`src/rtl/symtab_pkg.sv`:
```
// Shared types and constants for the symbol table lookup/insert block.
// Used by every module in rtl/; depends on nothing else.
package symtab_pkg;

  localparam int unsigned TABLE_ENTRIES  = 128;
  localparam int unsigned MAX_NAME_CHARS = 19;
  localparam int unsigned CHAR_W         = 8;
  localparam int unsigned ADDR_W         = $clog2(TABLE_ENTRIES);
  localparam int unsigned CNT_W          = $clog2(TABLE_ENTRIES + 1);
  localparam int unsigned CPOS_W         = $clog2(MAX_NAME_CHARS);
  localparam int unsigned LEN_W          = $clog2(MAX_NAME_CHARS + 1);
  localparam int unsigned INDEX_W        = 7;

  typedef logic [MAX_NAME_CHARS-1:0][CHAR_W-1:0] name_t;

  typedef enum logic [1:0] {
    STAT_FOUND    = 2'd0,
    STAT_INSERTED = 2'd1,
    STAT_FULL     = 2'd2,
    STAT_TOO_LONG = 2'd3
  } status_e;

  typedef enum logic [1:0] {
    ST_IDLE,
    ST_CHECK,
    ST_SEARCH
  } ctrl_state_e;

  typedef struct packed {
    logic              rd_en;
    logic [ADDR_W-1:0] rd_addr;
    logic              wr_en;
    logic [ADDR_W-1:0] wr_addr;
  } ram_req_t;

endpackage

```
`src/rtl/symtab_name_buf.sv`:
```
// Collects the characters of the current name, zero-padded.
// Depends on symtab_pkg.
module symtab_name_buf (
  input  logic                         clk_i,
  input  logic                         rst_ni,
  input  logic                         load_i,
  input  logic [symtab_pkg::CHAR_W-1:0] char_i,
  input  logic                         clear_i,
  output symtab_pkg::name_t            name_o,
  output logic                         too_long_o
);

  symtab_pkg::name_t                  buf_q, buf_d;
  logic [symtab_pkg::LEN_W-1:0]       len_q, len_d;
  logic                               long_q, long_d;

  always_comb begin
    buf_d  = buf_q;
    len_d  = len_q;
    long_d = long_q;
    if (clear_i) begin
      buf_d  = '0;
      len_d  = '0;
      long_d = 1'b0;
    end else if (load_i) begin
      if (len_q < symtab_pkg::LEN_W'(symtab_pkg::MAX_NAME_CHARS)) begin
        buf_d[len_q[symtab_pkg::CPOS_W-1:0]] = char_i;
        len_d = len_q + 1'b1;
      end else begin
        long_d = 1'b1;
      end
    end
  end

  always_ff @(posedge clk_i or negedge rst_ni) begin
    if (!rst_ni) begin
      buf_q  <= '0;
      len_q  <= '0;
      long_q <= 1'b0;
    end else begin
      buf_q  <= buf_d;
      len_q  <= len_d;
      long_q <= long_d;
    end
  end

  assign name_o     = buf_q;
  assign too_long_o = long_q;

endmodule

```
`config.mk`:
```
export PLATFORM = sky130hd
export DESIGN_NAME = symtab_name_buf
export DESIGN_NICKNAME = d
export VERILOG_FILES = /design/src/rtl/symtab_pkg.sv /design/src/rtl/symtab_name_buf.sv
export SDC_FILE = /design/constraint.sdc
export NUM_CORES = 1
export LEC_CHECK = 0
export ABC_AREA = 0
export BUFFER_PORTS_ARGS = -buffer_cell sky130_fd_sc_hd__buf_2
export CORE_ASPECT_RATIO = 0.9
export CORE_MARGIN = 5
export CORE_UTILIZATION = 40
export DETAILED_ROUTE_END_ITERATION = 12
export MAX_ROUTING_LAYER = met4
export PLACE_DENSITY_LB_ADDON = 0.15
export SYNTH_ARGS = -nofsm -noshare
export SYNTH_HDL_FRONTEND = slang
export SYNTH_SLANG_ARGS = --single-unit
```
`constraint.sdc`:
```
create_clock -name clk_i -period 2.16 [get_ports clk_i]
set_input_delay 0.432 -clock clk_i [delete_from_list [all_inputs] [get_ports clk_i]]
set_output_delay 0.432 -clock clk_i [all_outputs]
set_load 0.02 [all_outputs]
```
==> key figures <==
Finish
  – Diode count: 0
  – Fill count: 1622
  – Final non-filler cell area: 8990 um2
  – Fin cells: 982
  – Nets: 745
  – Final core area utilization: 0.507
  – Area grow syn2layout: 23.9%
  – Share of layout cells above drive strength 1: 0.319

Timing
  – Final Hold Viols: 0
  – Slew margin rel.: 0.666
  – Final setup TNS: 0 ns
  – Finish-stage setup viols: 0
  – Final min period: 1.92 ns
  – RSZ-0062 raised after global routing: false
  – Worst Tran Pin Value: 0.500 ns
  – Fmax: 520 MHz
  – Final worst path period share: 0.890
  – Layout Skew: 0.00988 ns
  – Final Max Slew Viols: 0

Routing
  – Iteration-0 DRC Markers: 226
  – Wire length per cell: 19.5 um
  – DRC violations left: 0
  – Vias: 4807
  – Antenna viol nets, final: 0
  – Final wirelength: 19.2 mm
  – Drt first pass iters: 5
  – Vias per cell: 4.90

Place
  – RD Place Congestion: 0.810
  – Placed Area: 8250 um2
  – Placed Instances: 949
  – Post-DP HPWL: 12.6 mm
  – Port-buffer cells: 164

Worst setup path
  – Critical path class: flop to flop
  – Worst r2r path cells: 5
  – Worst Path Max Fanout: 8
  – CP Capture Type: flop
  – Reg2reg end: name_o[45]$_DFFE_PN0P_
  – Worst setup endpoint: name_o[45]$_DFFE_PN0P_
  – CP required: 2.50 ns
  – Worst setup SP type: flop
  – Worst r2r src: len_q[1]$_DFFE_PN0P_
  – Flop2flop setup slack: 0.24 ns
  – Worst EP arrival: 2.26 ns
  – Worst setup path startpoint: len_q[1]$_DFFE_PN0P_

Floorplanning
  – Die Y: 138 um
  – Core footprint: 17700 um2
  – Top-Level Pins: 165
  – Die X: 152 um
  – Starting Density: 0.409
  – Die area: 20900 um2
  – Site Rows: 46

Synthesis
  – Post-synthesis register bit count: 158
  – Async SR Flop Fraction: 1.00
  – EDFF count, synth: 0
  – Synth cell types: 40
  – Area contributors post-synth: dfrtp_1 54%, mux2i_1 21%, nand2b_1 14%
  – Cells after Synth: 571
  – Area of the mapped netlist: 7260 um2
  – Synth Flop Type: dfrtp_1
  – Yosys top cell by area: dfrtp_1
  – Avg Cell Area, Syn: 12.7 um2
  – Seq/Total Area, Yosys: 0.545
  – Top cell type's share of synthesized area: 0.545
  – Syn_nets: 587
  – Synth warn: 0
  – Count leader, synth: nand2b_1
  – Synth cell count leaders: 160 x nand2b_1, 158 x dfrtp_1, 152 x mux2i_1

Power and ir drop
  – PD cells: 787 nW/um2
  – Max VDD drop: 502 uV
  – Tot Pwr: 0.00707 W
  – Pleak: 5.33 nW

Global routing
  – Met3 Use GR: 0.0386
  – Met2 GRT Util: 0.304
  – Maximum number of pins on one net before global-route repair: 53
  – Gr busiest metal: met2
  – Gr usage total: 0.191
  – Antenna violations before repair: 0
  – Met1 Use GR: 0.251
  – First-pass GRT wire length: 30.1 mm
  – Number of global-route vias before repair: 5146
  – Gr ovfl total: 0

Outcome
  – Outcome: finished clean

Clock network
  – Post_cts resized: 0
  – Total CTS buffers: 17
  – Skew-Pair Late Insertion Delay: 0.42 ns
  – Worst-path clk slew: 0.06 ns
  – Max Buffers Root-to-Sink: 2
  – CTS tree: yes
  – Clock Tree Root: clkbuf_16
  – H-tree levels: 4
  – CTS sink cnt: 158

Run
  – Max Cap Viol: 0

Worst hold path
  – Hold_sp: load_i
  – Worst hold path type: primary input to flop
==> sequential cells by signal, indices dropped and copies added (netlist names) <==
| signal | count |
|---|---|
| name_o | 152 |
| len_q | 5 |
| too_long_o | 1 |
==> routing by layer <==
metal | part of all wire | vias to the layer above | routed length [um]
met5 | 0 | - | 0
met4 | 0.011 | 0 | 212
met3 | 0.031 | 10 | 589
met2 | 0.49 | 115 | 9290
met1 | 0.47 | 2469 | 9060
li1 | - | 2213 | -
==> cell families (layout without fill, tap and decap cells) <==
| kind of cell | count (synthesis) | after routing | share of synthesized area |
|---|---|---|---|
| mux | 153 | 153 | 0.211 |
| compound gates | 12 | 12 | 0.0122 |
| flops | 158 | 158 | 0.545 |
| buf+inv | 47 | 218 | 0.0435 |
| simple gates | 197 | 197 | 0.181 |
| fa+ha+maj | 4 | 4 | 0.00690 |
==> critical path: stages (launching register included) <==
cell	delay [ns]
dfrtp_1	0.45
inv_1	0.13
ha_1	0.24
nor2b_1	0.29
and2_1	0.48
mux2i_1	0.24
==> cells in the final DEF, fill, tap and decap left out, types with 2 or more instances in the layout <==
cell         n
nand2b_1   160
buf_2      162
mux2i_1    152
nand2_1      3
nand3_1      2
nand3_2      6
buf_12       3
nand2_2      4
dfrtp_1    158
nor2b_1      2
and2b_2      2
o31ai_1      2
o21ai_0      2
nor2_1       2
or2b_2       2
ha_1         4
nand3_4      2
clkbuf_16   17
buf_4       16
inv_1        3
nand4_2      3
clkbuf_8     3
clkbuf_1     2
bufinv_16    8
==> cell type report <==
cell class                 instances  area (um2)  area share
clock inverter                    10         254      0.0282
multi-input combinational        366        2990       0.332
timing repair buffer             183        1010       0.113
tap                              240         300      0.0334
sequential                       158        3950       0.440
inverter                           3        11.3     0.00125
clock buffer                      22         474      0.0527
==> worst min path at each step <==
stage / endpoint / slack [ns] / cells past startpoint
after global routing: len_q[1]$_DFFE_PN0P_ / 0.41 / 3
final: len_q[1]$_DFFE_PN0P_ / 0.41 / 3
after detailed placement: name_o[105]$_DFFE_PN0P_ / 0.39 / 1
after floorplan: len_q[0]$_DFFE_PN0P_ / 0.14 / 0
after CTS: len_q[1]$_DFFE_PN0P_ / 0.39 / 3
after global placement: name_o[107]$_DFFE_PN0P_ / 0.38 / 1
==> metrics by stage <==
stage | hold slack, ns | setup slack (ns)
finish | 0.410 | 0.237
global route | 0.411 | 0.0297
CTS | 0.386 | 0.231
detailed placement | 0.390 | 0.245
global placement | 0.384 | 0.338
floorplan | 0.136 | 0.608
==> power by group <==
group,internal (W),total (W),switching [W]
Sequential,0.00298,0.00300,0.0000193
Combinational,0.000137,0.000400,0.000264
Clock,0.00250,0.00367,0.00117
Total,0.00562,0.00707,0.00145
==> timing repair <==
item	CTS	global route
setup endpoints to repair	0	0
setup buffers	0	0
hold buffers	1	0
endpoints found under the hold margin	40	0
No activity file was read; power rests on OpenSTA's default activity.
