File: src/rtl/symtab_pkg.sv
// Shared types and constants for the symbol table lookup/insert block.
// Used by every module in rtl/; depends on nothing else.
package symtab_pkg;

  localparam int unsigned TABLE_ENTRIES  = 128;
  localparam int unsigned MAX_NAME_CHARS = 19;
  localparam int unsigned CHAR_W         = 8;
  localparam int unsigned ADDR_W         = $clog2(TABLE_ENTRIES);
  localparam int unsigned CNT_W          = $clog2(TABLE_ENTRIES + 1);
  localparam int unsigned CPOS_W         = $clog2(MAX_NAME_CHARS);
  localparam int unsigned LEN_W          = $clog2(MAX_NAME_CHARS + 1);
  localparam int unsigned INDEX_W        = 7;

  typedef logic [MAX_NAME_CHARS-1:0][CHAR_W-1:0] name_t;

  typedef enum logic [1:0] {
    STAT_FOUND    = 2'd0,
    STAT_INSERTED = 2'd1,
    STAT_FULL     = 2'd2,
    STAT_TOO_LONG = 2'd3
  } status_e;

  typedef enum logic [1:0] {
    ST_IDLE,
    ST_CHECK,
    ST_SEARCH
  } ctrl_state_e;

  typedef struct packed {
    logic              rd_en;
    logic [ADDR_W-1:0] rd_addr;
    logic              wr_en;
    logic [ADDR_W-1:0] wr_addr;
  } ram_req_t;

endpackage

File: src/rtl/symtab_ctrl.sv
// Search/insert sequencer: walks the stored entries, compares, appends, reports.
// Depends on symtab_pkg.
module symtab_ctrl (
  input  logic                                clk_i,
  input  logic                                rst_ni,
  input  logic                                accept_i,
  input  logic                                last_i,
  input  logic                                too_long_i,
  input  symtab_pkg::name_t                   name_i,
  input  symtab_pkg::name_t                   rdata_i,
  output symtab_pkg::ram_req_t                req_o,
  output logic                                clear_o,
  output logic                                busy_o,
  output logic                                done_o,
  output logic [symtab_pkg::INDEX_W-1:0]      index_o,
  output symtab_pkg::status_e                 status_o
);

  symtab_pkg::ctrl_state_e            state_q, state_d;
  logic [symtab_pkg::CNT_W-1:0]       count_q, count_d;
  logic [symtab_pkg::CNT_W-1:0]       k_q, k_d;
  logic                               pend_q, pend_d;
  logic [symtab_pkg::ADDR_W-1:0]      pidx_q, pidx_d;
  logic                               done_q, done_d;
  logic [symtab_pkg::INDEX_W-1:0]     index_q, index_d;
  symtab_pkg::status_e                status_q, status_d;

  logic hit, more, table_full;

  assign hit        = pend_q && (rdata_i == name_i);
  assign more       = k_q < count_q;
  assign table_full = count_q == symtab_pkg::CNT_W'(symtab_pkg::TABLE_ENTRIES);

  // Next state.
  always_comb begin
    state_d = state_q;
    unique case (state_q)
      symtab_pkg::ST_IDLE: begin
        if (accept_i && last_i) state_d = symtab_pkg::ST_CHECK;
      end
      symtab_pkg::ST_CHECK: begin
        state_d = too_long_i ? symtab_pkg::ST_IDLE : symtab_pkg::ST_SEARCH;
      end
      symtab_pkg::ST_SEARCH: begin
        if (hit || (!pend_q && !more)) state_d = symtab_pkg::ST_IDLE;
      end
      default: state_d = symtab_pkg::ST_IDLE;
    endcase
  end

  // Outputs and datapath.
  always_comb begin
    req_o    = '0;
    clear_o  = 1'b0;
    count_d  = count_q;
    k_d      = k_q;
    pend_d   = pend_q;
    pidx_d   = pidx_q;
    done_d   = 1'b0;
    index_d  = index_q;
    status_d = status_q;
    unique case (state_q)
      symtab_pkg::ST_IDLE: begin
        if (accept_i && last_i) begin
          k_d    = '0;
          pend_d = 1'b0;
        end
      end
      symtab_pkg::ST_CHECK: begin
        if (too_long_i) begin
          done_d   = 1'b1;
          index_d  = '0;
          status_d = symtab_pkg::STAT_TOO_LONG;
          clear_o  = 1'b1;
        end
      end
      symtab_pkg::ST_SEARCH: begin
        if (hit) begin
          done_d   = 1'b1;
          index_d  = symtab_pkg::INDEX_W'(pidx_q);
          status_d = symtab_pkg::STAT_FOUND;
          clear_o  = 1'b1;
          pend_d   = 1'b0;
        end else if (more) begin
          req_o.rd_en   = 1'b1;
          req_o.rd_addr = k_q[symtab_pkg::ADDR_W-1:0];
          pend_d        = 1'b1;
          pidx_d        = k_q[symtab_pkg::ADDR_W-1:0];
          k_d           = k_q + 1'b1;
        end else if (pend_q) begin
          pend_d = 1'b0;
        end else begin
          done_d  = 1'b1;
          clear_o = 1'b1;
          if (table_full) begin
            index_d  = '0;
            status_d = symtab_pkg::STAT_FULL;
          end else begin
            req_o.wr_en   = 1'b1;
            req_o.wr_addr = count_q[symtab_pkg::ADDR_W-1:0];
            index_d       = symtab_pkg::INDEX_W'(count_q[symtab_pkg::ADDR_W-1:0]);
            status_d      = symtab_pkg::STAT_INSERTED;
            count_d       = count_q + 1'b1;
          end
        end
      end
      default: ;
    endcase
  end

  always_ff @(posedge clk_i or negedge rst_ni) begin
    if (!rst_ni) begin
      state_q <= symtab_pkg::ST_IDLE;
      count_q <= '0;
      k_q     <= '0;
      pend_q  <= 1'b0;
      done_q  <= 1'b0;
    end else begin
      state_q <= state_d;
      count_q <= count_d;
      k_q     <= k_d;
      pend_q  <= pend_d;
      done_q  <= done_d;
    end
  end

  always_ff @(posedge clk_i) begin
    pidx_q   <= pidx_d;
    index_q  <= index_d;
    status_q <= status_d;
  end

  assign busy_o   = state_q != symtab_pkg::ST_IDLE;
  assign done_o   = done_q;
  assign index_o  = index_q;
  assign status_o = status_q;

endmodule

File: config.mk
export PLATFORM = sky130hd
export DESIGN_NAME = symtab_ctrl
export DESIGN_NICKNAME = d
export VERILOG_FILES = /design/src/rtl/symtab_pkg.sv /design/src/rtl/symtab_ctrl.sv
export SDC_FILE = /design/constraint.sdc
export NUM_CORES = 1
export LEC_CHECK = 0
export BUFFER_PORTS_ARGS = -buffer_cell sky130_fd_sc_hd__buf_4
export CORE_AREA = 5 5 129 131
export CTS_BUF_LIST = sky130_fd_sc_hd__clkbuf_4
export DETAILED_ROUTE_END_ITERATION = 16
export DIE_AREA = 0 0 134 136
export PLACE_DENSITY = 0.66
export SYNTH_ARGS = -nofsm -noshare
export SYNTH_HDL_FRONTEND = slang
export SYNTH_SLANG_ARGS = --single-unit
File: constraint.sdc
create_clock -name clk_i -period 3.4 [get_ports clk_i]
set_input_delay 0.34 -clock clk_i [delete_from_list [all_inputs] [get_ports clk_i]]
set_output_delay 0.34 -clock clk_i [all_outputs]
set_load 0.03 [all_outputs]
==> flow_summary.json, run 1 <==
{
  "drt-initial-drc-count": 155,
  "outcome": "complete, no violations",
  "synth_flop_cell": "dfrtp_1",
  "pwr_density_cell_nw_per_um2": 306,
  "drtAntennaViolNets": 0,
  "grt_pass1_vias": 5068,
  "fmax_mhz": 313,
  "synth-xor-area-share_pct": 23.9,
  "routed_wl_mm": 18.4,
  "clockBufferDepth": 2,
  "antenna_found_initial": 1,
  "peakVddDrop_uv": 202,
  "critPathKind": "input pin to primary output",
  "synth_cell_type_count": 50,
  "rr_endpoint": "index_o[5]",
  "start_kind": "input pin",
  "tritoncts": "done",
  "routed-via-count": 4758,
  "max_cap_violations": 0,
  "drc": 0,
  "place_ws_ps": 93.7,
  "globalRouteMet3Util_pct": 4.70,
  "syn_nets": 788,
  "synth_top_family_by_area": "simple AND/OR/NAND/NOR gates",
  "finalCritPeriodShare_pct": 93.9,
  "hold_path_end": "state_q[1]",
  "arrival_ps": 2850,
  "tightest_slew_ps": 749,
  "final_nets": 1134,
  "synth_simple_gate_area_share_pct": 27.0,
  "cts_setup_buffers": 0,
  "syn2layout_area_growth_pct": 71.7,
  "insertion_delay_ps": 350,
  "worstHoldStart": "too_long_i",
  "clock_sinks": 36,
  "rrSetupSlack_ps": 730,
  "cts-root-buf": "clkbuf_4",
  "timing.rr.start": "pend_q",
  "rsz0062_at_grt": "false",
  "synthDominantCellAreaShare_pct": 22.8,
  "fin_ws_ps": 209,
  "tns_ps": 0,
  "postSynthCellCount": 466,
  "rows": 46,
  "synth-async-reset-ratio_pct": 55.6,
  "fillers": 1577,
  "grt.overflow.total": 0,
  "hold_path.class": "input pin to register",
  "grt_max_degree": 21,
  "synth_compound_area_share_pct": 13.2,
  "diodes": 0,
  "syn_area_per_cell_um2": 8.64,
  "worst_clock_skew_ps": 9.71,
  "grt.busiest_layer": "met2",
  "synth-seq-cells": 36,
  "layout-drive-gt1-share_pct": 44.9,
  "crit_required_ps": 3060,
  "start_util_pct": 26.0,
  "synth_top_area_cell": "xnor2_1",
  "clkTransAtPathRegs_ps": 120,
  "synthAdderAreaFrac_pct": 4.04,
  "ioPinCount": 337,
  "leakage_nw": 3.11,
  "grt_use_met2_pct": 33.8,
  "first_pass_iters": 4,
  "portBuffers": 336,
  "synth_area_um2": 4030,
  "critPathMaxFanout": 6,
  "hold_depth": 3,
  "dieArea_um2": 18200,
  "place_congestion": 0.939,
  "synth_most_common_cell": "xnor2_1",
  "fin_crit_ps": 3190,
  "die_x_um": 134,
  "ys_seq_area_share_pct": 24.4,
  "die_y_um": 136,
  "core-area_um2": 15500,
  "ys_warn_count": 0,
  "synth_edf_count": 16,
  "final_hold_viol_count": 0,
  "grt_pass1_wl_mm": 27.1,
  "synth_area_leaders": "xnor2_1 (23%), dfrtp_1 (12%), edfxtp_1 (12%), nand4_1 (5.1%), nand2b_1 (4.7%)",
  "use_met1_pct": 23.8,
  "grt.total_usage_pct": 19.2,
  "maxSlewViolCount": 0,
  "htree_levels": 2,
  "cp-end-kind": "primary output",
  "post_drt_wl_per_cell_um": 18.3,
  "worstRegToRegCells": 9,
  "vias_per_cell": 4.73,
  "cts_made_buffers": 5,
  "muxShareOfSynthArea_pct": 1.86,
  "slew_headroom_pct": 49.6,
  "synth_commonest_cells": "xnor2_1 (105), inv_1 (40), nand4_1 (33)",
  "place_hpwl_mm": 16.8,
  "setup_viol": 0
}
==> worst max-delay path: stages <==
cell and delay [ps]:
buf_4 110, nor2b_1 120, a2111o_1 370, nor4_1 450, nand4_1 240, nor4_4 580
o21ai_0 170, a21boi_0 270, buf_4 210
==> cells by family after synthesis <==
kind of cell,count (synthesis)
AO/OA/AOI/OAI,65
XOR/XNOR,110
adder cells (fa/ha/maj),13
buffers and inverters,51
flip-flops,36
multiplexers,7
AND/OR/NAND/NOR,184
==> layout make-up <==
| cell class | instances | area, µm² | area share, % |
|---|---|---|---|
| multi-input cells | 379 | 2840 | 41.0 |
| flip-flops and latches | 36 | 981 | 14.2 |
| inverters | 40 | 150 | 2.17 |
| well taps | 192 | 240 | 3.47 |
| repair buffers | 350 | 2630 | 38.0 |
| clock buffers | 5 | 37.5 | 0.543 |
| clock inverters | 3 | 42.5 | 0.615 |
==> stage by stage <==
step	utilization (%)	cells	hold slack (ps)	power, mW	instance area [µm²]
floorplan	-	466	44.4	1.23	4030
global placement	44.0	996	244	1.81	6810
detailed placement	44.0	996	246	1.82	6810
CTS	44.6	1005	269	2.13	6900
global route	44.7	1005	270	2.25	6920
finish	44.7	1005	275	2.12	6920
==> state kept, by name, summed over array words and instances (netlist names) <==
signal / count
count_q: 8
pidx_q: 7
done_o: 1
k_q: 8
state_q: 2
status_o: 2
pend_q: 1
index_o: 7
==> where the power goes <==
group | internal, mW | switching, mW
sequential | 0.567 | 0.0553
clock | 0.153 | 0.155
combinational | 0.579 | 0.608
total | 1.30 | 0.819
==> metal layers <==
layer  vias up  share of wire [%]
met4         2                2.1
met2       230                 49
li1       2365                  -
met3        27                8.1
met5         -              0.038
met1      2134                 40
==> layout by cell type (no fill, tap or decap), types with 14 or more instances in the layout <==
cell      instances
buf_4           349
dfrtp_1          20
edfxtp_1         16
inv_1            40
nand2_1          19
nand2b_1         30
nand4_1          33
nor2b_1          30
nor4_1           14
xnor2_1         105
==> worst max-delay path by stage <==
stage	endpoint	cells past startpoint	startpoint	slack (ps)
after floorplan	req_o[10]	8	count_q[5]	280
after global placement	index_o[6]	10	name_i[40]	50
after detailed placement	index_o[6]	10	name_i[40]	90
after CTS	req_o[11]	9	count_q[5]	40
after global routing	req_o[13]	10	count_q[5]	50
final	clear_o	9	name_i[40]	210
==> repair_timing <==
item                                    in CTS  in global routing
gates resized for setup                      1                  3
hold buffers                                 1                  0
endpoints found under the setup margin       1                  6
hold endpoints to repair                    20                  0
Note: power is estimated with default switching activity, not from simulation.
==> run 2, diff against run 1 <==
CORE_AREA = unset   (was 5 5 129 131)
CORE_ASPECT_RATIO = 0.75   (was unset)
CORE_MARGIN = 5   (was unset)
CORE_UTILIZATION = 30   (was unset)
DIE_AREA = unset   (was 0 0 134 136)
PLACE_DENSITY = 0.72   (was 0.66)
SKIP_LAST_GASP = 1   (was unset)
==> flow_summary.json, run 2 (synthesis gave the netlist of run 1 again) <==
{
  "drtAntennaViolNets": 0,
  "ff_latch_area_um2": 981,
  "grt_use_met2_pct": 45.5,
  "grt.total_usage_pct": 23.0,
  "leakage_nw": 3.09,
  "fmax_mhz": 319,
  "grt_max_degree": 23,
  "start_util_pct": 30.8,
  "arrival_ps": 2790,
  "clock_sinks": 36,
  "die_y_um": 110,
  "tritoncts": "done",
  "drc": 0,
  "globalRouteMet3Util_pct": 5.09,
  "critPathKind": "register to primary output",
  "clockBufferDepth": 2,
  "first_pass_iters": 4,
  "ioPinCount": 337,
  "outcome": "complete, no violations",
  "finalNonFillerCells": 988,
  "die_x_um": 144,
  "grt_pass1_wl_mm": 27.7,
  "max_cap_violations": 0,
  "fillers": 1270,
  "htree_levels": 2,
  "path_common_cell": "buf_4",
  "crit_required_ps": 3060,
  "place_congestion": 0.916,
  "slew_headroom_pct": 57.9,
  "worst_clock_skew_ps": 4.91,
  "vias_per_cell": 4.86,
  "place_hpwl_mm": 17.3,
  "cp-end-kind": "primary output",
  "multi_input_area_um2": 2830,
  "cts_setup_buffers": 0,
  "tns_ps": 0,
  "cts-root-buf": "clkbuf_4",
  "slowest_delay_ps": 450,
  "hold_path.class": "input pin to register",
  "syn2layout_area_growth_pct": 70.1,
  "pwr_density_cell_nw_per_um2": 299,
  "finalCritPeriodShare_pct": 92.2,
  "routed-via-count": 4798,
  "path_cells": "inv_1 -> ha_1 -> a2111oi_2 -> nand2b_1 -> a21oi_1 -> nor2_1 -> nor3_2 -> buf_4 -> and2_1 -> buf_4",
  "layout-drive-gt1-share_pct": 44.4,
  "tightest_slew_ps": 631,
  "antenna_found_initial": 4,
  "core-area_um2": 13100,
  "final_hold_viol_count": 0,
  "clkTransAtPathRegs_ps": 120,
  "rows": 36,
  "final_nets": 1131,
  "portBuffers": 336,
  "use_met1_pct": 24.1,
  "fin_crit_ps": 3130,
  "place_inst": 972,
  "cpMaxStageDelayCell": "dfrtp_1",
  "peakVddDrop_uv": 356,
  "routed_wl_mm": 19.0,
  "cts_made_buffers": 5,
  "total_power_mw": 2.05,
  "drt-initial-drc-count": 145,
  "rsz0062_at_grt": "false",
  "setup_viol": 0,
  "critPathMaxFanout": 14,
  "dieArea_um2": 15900,
  "grt_pass1_vias": 5078,
  "grt.overflow.total": 0,
  "final_common_cell": "buf_4",
  "start_kind": "register",
  "layout_common_cells": "buf_4 (346), xnor2_1 (105), inv_1 (40)",
  "post_drt_wl_per_cell_um": 19.2,
  "maxSlewViolCount": 0,
  "grt.busiest_layer": "met2",
  "insertion_delay_ps": 330,
  "top_regs": "count_q: 8 flops, k_q: 8 flops"
}
==> run 2: changes by cell type in the layout (fill, tap and decap cells not counted), sizes merged <==
| cell | previous run | this run |
|---|---|---|
| diode | 0 | 7 |
| clkinv | 1 | 3 |
| bufinv | 1 | 0 |
| buf | 349 | 346 |
| clkinvlp | 1 | 0 |
==> run 2: final timing paths <==
| check | slack, ps | cells past startpoint | start | end |
|---|---|---|---|---|
| hold reg to reg | 520 | 1 | count_q[7] | count_q[7] |
| setup / recovery | 270 | 10 | count_q[5] | req_o[12] |
| max in group asynchronous | 2760 | 2 | rst_ni | k_q[5] |
| hold / removal | 300 | 3 | too_long_i | done_o |
| min in group asynchronous | 410 | 2 | rst_ni | count_q[6] |
| setup reg to reg | 730 | 9 | count_q[5] | k_q[5] |
==> run 2: power breakdown <==
part / switching [mW] / internal (mW) / total (mW)
clock network: 0.151 / 0.0795 / 0.230
registers: 0.0615 / 0.568 / 0.629
logic: 0.601 / 0.589 / 1.19
total: 0.813 / 1.24 / 2.05
==> run 2: stage by stage <==
step,instance area [µm²],worst slack [ps],hold slack [ps],utilization (%)
floorplan,4030,280,44.4,-
global placement,6760,347,243,51.8
detailed placement,6760,326,244,51.8
CTS,6830,106,295,52.3
global route,6840,8.79,291,52.4
finish,6850,266,295,52.5
==> run 2: timing repair <==
action,CTS,global route
setup endpoints to repair,0,10
hold endpoints to repair,20,0
hold buffers,1,0
resized for setup,0,2
==> run 2: critical path, delay by kind of cell (launching register included) <==
kind	cells	cell delay (ps)
and+or+nand+nor	4	570
adders and majority gates	1	340
buffers and inverters	3	510
DFF	1	450
AOI/OAI and AO/OA	2	580
==> run 2: layer usage <==
layer	vias up	share of wire, %
met4	0	2.1
li1	2363	-
met5	-	0
met1	2196	35
met2	210	56
met3	29	7.0
==> run 2: area by class of cell <==
cell class	count	area share, %
Antenna cell	7	0.256
Multi-Input combinational cell	379	41.2
Inverter	40	2.19
Tap cell	171	3.12
Clock inverter	3	0.274
Sequential cell	36	14.3
Timing Repair Buffer	347	38.1
Clock buffer	5	0.548
==> run 3, diff against run 2 <==
ABC_AREA = 1   (was unset)
PLACE_DENSITY = 0.69   (was 0.72)
==> flow_summary.json, run 3 <==
{
  "core-area_um2": 15300,
  "finalCritPeriodShare_pct": 83.8,
  "ys_seq_area_share_pct": 20.8,
  "drt-initial-drc-count": 415,
  "synth-seq-cells": 36,
  "drtAntennaViolNets": 0,
  "final_hold_viol_count": 0,
  "place_area_um2": 7460,
  "synth_edf_count": 16,
  "first_pass_iters": 5,
  "cp_num_buf_inv": 3,
  "setup_viol": 0,
  "routed-via-count": 5971,
  "cp_top_family": "simple AND/OR/NAND/NOR gates",
  "synth_flop_cell": "dfrtp_1",
  "fillers": 1583,
  "clock_sinks": 36,
  "synth_top_area_cell": "nand2_1",
  "cts_made_buffers": 5,
  "multi_input_area_um2": 2900,
  "critPathKind": "register to primary output",
  "maxSlewViolCount": 0,
  "grt_pass1_vias": 5725,
  "pwr_density_cell_nw_per_um2": 277,
  "ff_latch_area_um2": 981,
  "layout_common_cells": "buf_4 (337), nand2_1 (319), inv_1 (210)",
  "synth_commonest_cells": "nand2_1 (319), inv_1 (210), nor2_1 (82)",
  "die_x_um": 155,
  "syn_area_per_cell_um2": 5.63,
  "drc": 0,
  "max_cap_violations": 0,
  "diodes": 0,
  "grt.total_usage_pct": 19.1,
  "synth_cell_type_count": 35,
  "cpMaxStageDelayCell": "dfrtp_1",
  "ioPinCount": 337,
  "place_congestion": 0.922,
  "insertion_delay_ps": 350,
  "synth-async-reset-ratio_pct": 55.6,
  "tns_ps": 0,
  "critPathMaxFanout": 9,
  "fmax_mhz": 351,
  "synth_most_common_cell": "nand2_1",
  "p_sw_mw": 0.906,
  "worst_clock_skew_ps": 8.36,
  "routed_wl_mm": 18.4,
  "ys_warn_count": 0,
  "synth_area_leaders": "nand2_1 (25%), inv_1 (17%), dfrtp_1 (11%), edfxtp_1 (10%), xnor2_1 (9.5%)",
  "htree_levels": 2,
  "clockBufferDepth": 2,
  "syn2layout_area_growth_pct": 59.6,
  "syn_nets": 1159,
  "synth_area_um2": 4710,
  "grt_pass1_wl_mm": 28.4,
  "final_common_cell": "buf_4",
  "vias_per_cell": 4.31,
  "clkTransAtPathRegs_ps": 110,
  "path_cells": "inv_1 -> ha_1 -> o21ai_1 -> nand2_1 -> nand3_1 -> nand2_1 -> nand4_1 -> nand3_2 -> nand3b_2 -> inv_1 -> buf_4",
  "cts-root-buf": "clkbuf_4",
  "rsz0062_at_grt": "false",
  "die_y_um": 119,
  "slew_headroom_pct": 71.3,
  "slowest_delay_ps": 420,
  "intPower_mw": 1.18,
  "outcome": "complete, no violations",
  "seqPwrFrac_pct": 30.4,
  "crit_required_ps": 3060,
  "arrival_ps": 2510,
  "switching_share_pct": 43.5,
  "final_nets": 1500,
  "rows": 39,
  "hold_path.class": "input pin to register",
  "place_hpwl_mm": 16.7,
  "leakage_nw": 4.39,
  "grt_max_degree": 21,
  "synthDominantCellAreaShare_pct": 25.4,
  "postSynthCellCount": 837,
  "dieArea_um2": 18300,
  "tightest_slew_ps": 426,
  "power_frac_clock_pct": 10.8,
  "grt.overflow.total": 0,
  "holdWs_ps": 284,
  "cts_setup_buffers": 0,
  "tritoncts": "done",
  "post-route-cell-area_um2": 7520,
  "start_util_pct": 30.8,
  "post_drt_wl_per_cell_um": 13.3,
  "layout-drive-gt1-share_pct": 31.3,
  "portBuffers": 336,
  "antenna_found_initial": 0,
  "start_kind": "register",
  "fin_crit_ps": 2850,
  "p_comb_share_pct": 58.8,
  "peakVddDrop_uv": 180,
  "top_regs": "count_q: 8 flops, k_q: 8 flops",
  "cp-end-kind": "primary output"
}
## run 3: changes by cell type in the layout (fill, tap and decap cells not counted), moves of 26 or more
cell | previous run | this run
nand2_1 | 19 | 319
inv_1 | 40 | 210
nor2_1 | 8 | 82
xnor2_1 | 105 | 51
nand2b_1 | 30 | 0
nor2b_1 | 30 | 0
o21ai_0 | 7 | 33
## run 3: metal layers
layer | track usage (%) | part of all wire, % | up-vias
met5 | 0 | 0 | -
met4 | 3.53 | 1.5 | 0
met3 | 4.46 | 8.7 | 19
met2 | 33.8 | 48 | 239
met1 | 23.8 | 42 | 2569
li1 | - | - | 3144
## run 3: logic make-up (layout without fill, tap and decap cells)
| group | count (synthesis) | after routing | synth area share (%) |
|---|---|---|---|
| AO/OA/AOI/OAI | 63 | 63 | 7.78 |
| XOR/XNOR | 59 | 59 | 11.0 |
| buffers and inverters | 217 | 559 | 17.8 |
| AND/OR/NAND/NOR | 449 | 449 | 39.2 |
| flip-flops | 36 | 36 | 20.8 |
| adder cells (fa/ha/maj) | 13 | 13 | 3.45 |
## run 3: final cells by class
type,instances,area share (%)
sequential,36,13.0
multi-input combinational,584,38.5
timing repair buffer,338,33.8
clock buffer,5,0.499
clock inverter,3,0.183
tap,205,3.41
inverter,213,10.6
## run 3: power groups by stage
stage	logic, mW	registers, mW	clock network (mW)
finish	1.23	0.635	0.225
global route	1.36	0.646	0.252
CTS	1.23	0.632	0.230
detailed placement	1.22	0.639	0
global placement	1.21	0.639	0
floorplan	0.643	0.701	0
## run 3: repair_timing
| item | 4_1_cts | 5_1_grt |
|---|---|---|
| gates resized for setup | 0 | 0 |
| hold endpoints to repair | 20 | 0 |
| hold buffers | 1 | 0 |
## run 3: tightest hold or removal path: stages
cell,delay [ps]
buf_4,90
nor2_1,40
nand3_1,80
nand2_1,60
## run 3: final timing paths
check	from	slack, ps	endpoint	cells past startpoint
max in group asynchronous	rst_ni	2770	k_q[0]	2
hold reg to reg	count_q[6]	520	count_q[6]	1
setup / recovery	count_q[1]	550	req_o[15]	11
hold / removal	too_long_i	280	state_q[1]	4
setup reg to reg	count_q[1]	1150	pidx_q[0]	10
min in group asynchronous	rst_ni	400	state_q[0]	2
## run 3: per-stage QoR
step                      power (mW)  worst slack, ps  util (%)  instances
after floorplan                 1.34             1060         -        837
after global placement          1.85              892      48.7       1375
after detailed placement        1.86              864      48.7       1375
after CTS                       2.09              566      49.1       1384
after global routing            2.26              325      49.1       1384
final                           2.09              551      49.1       1384
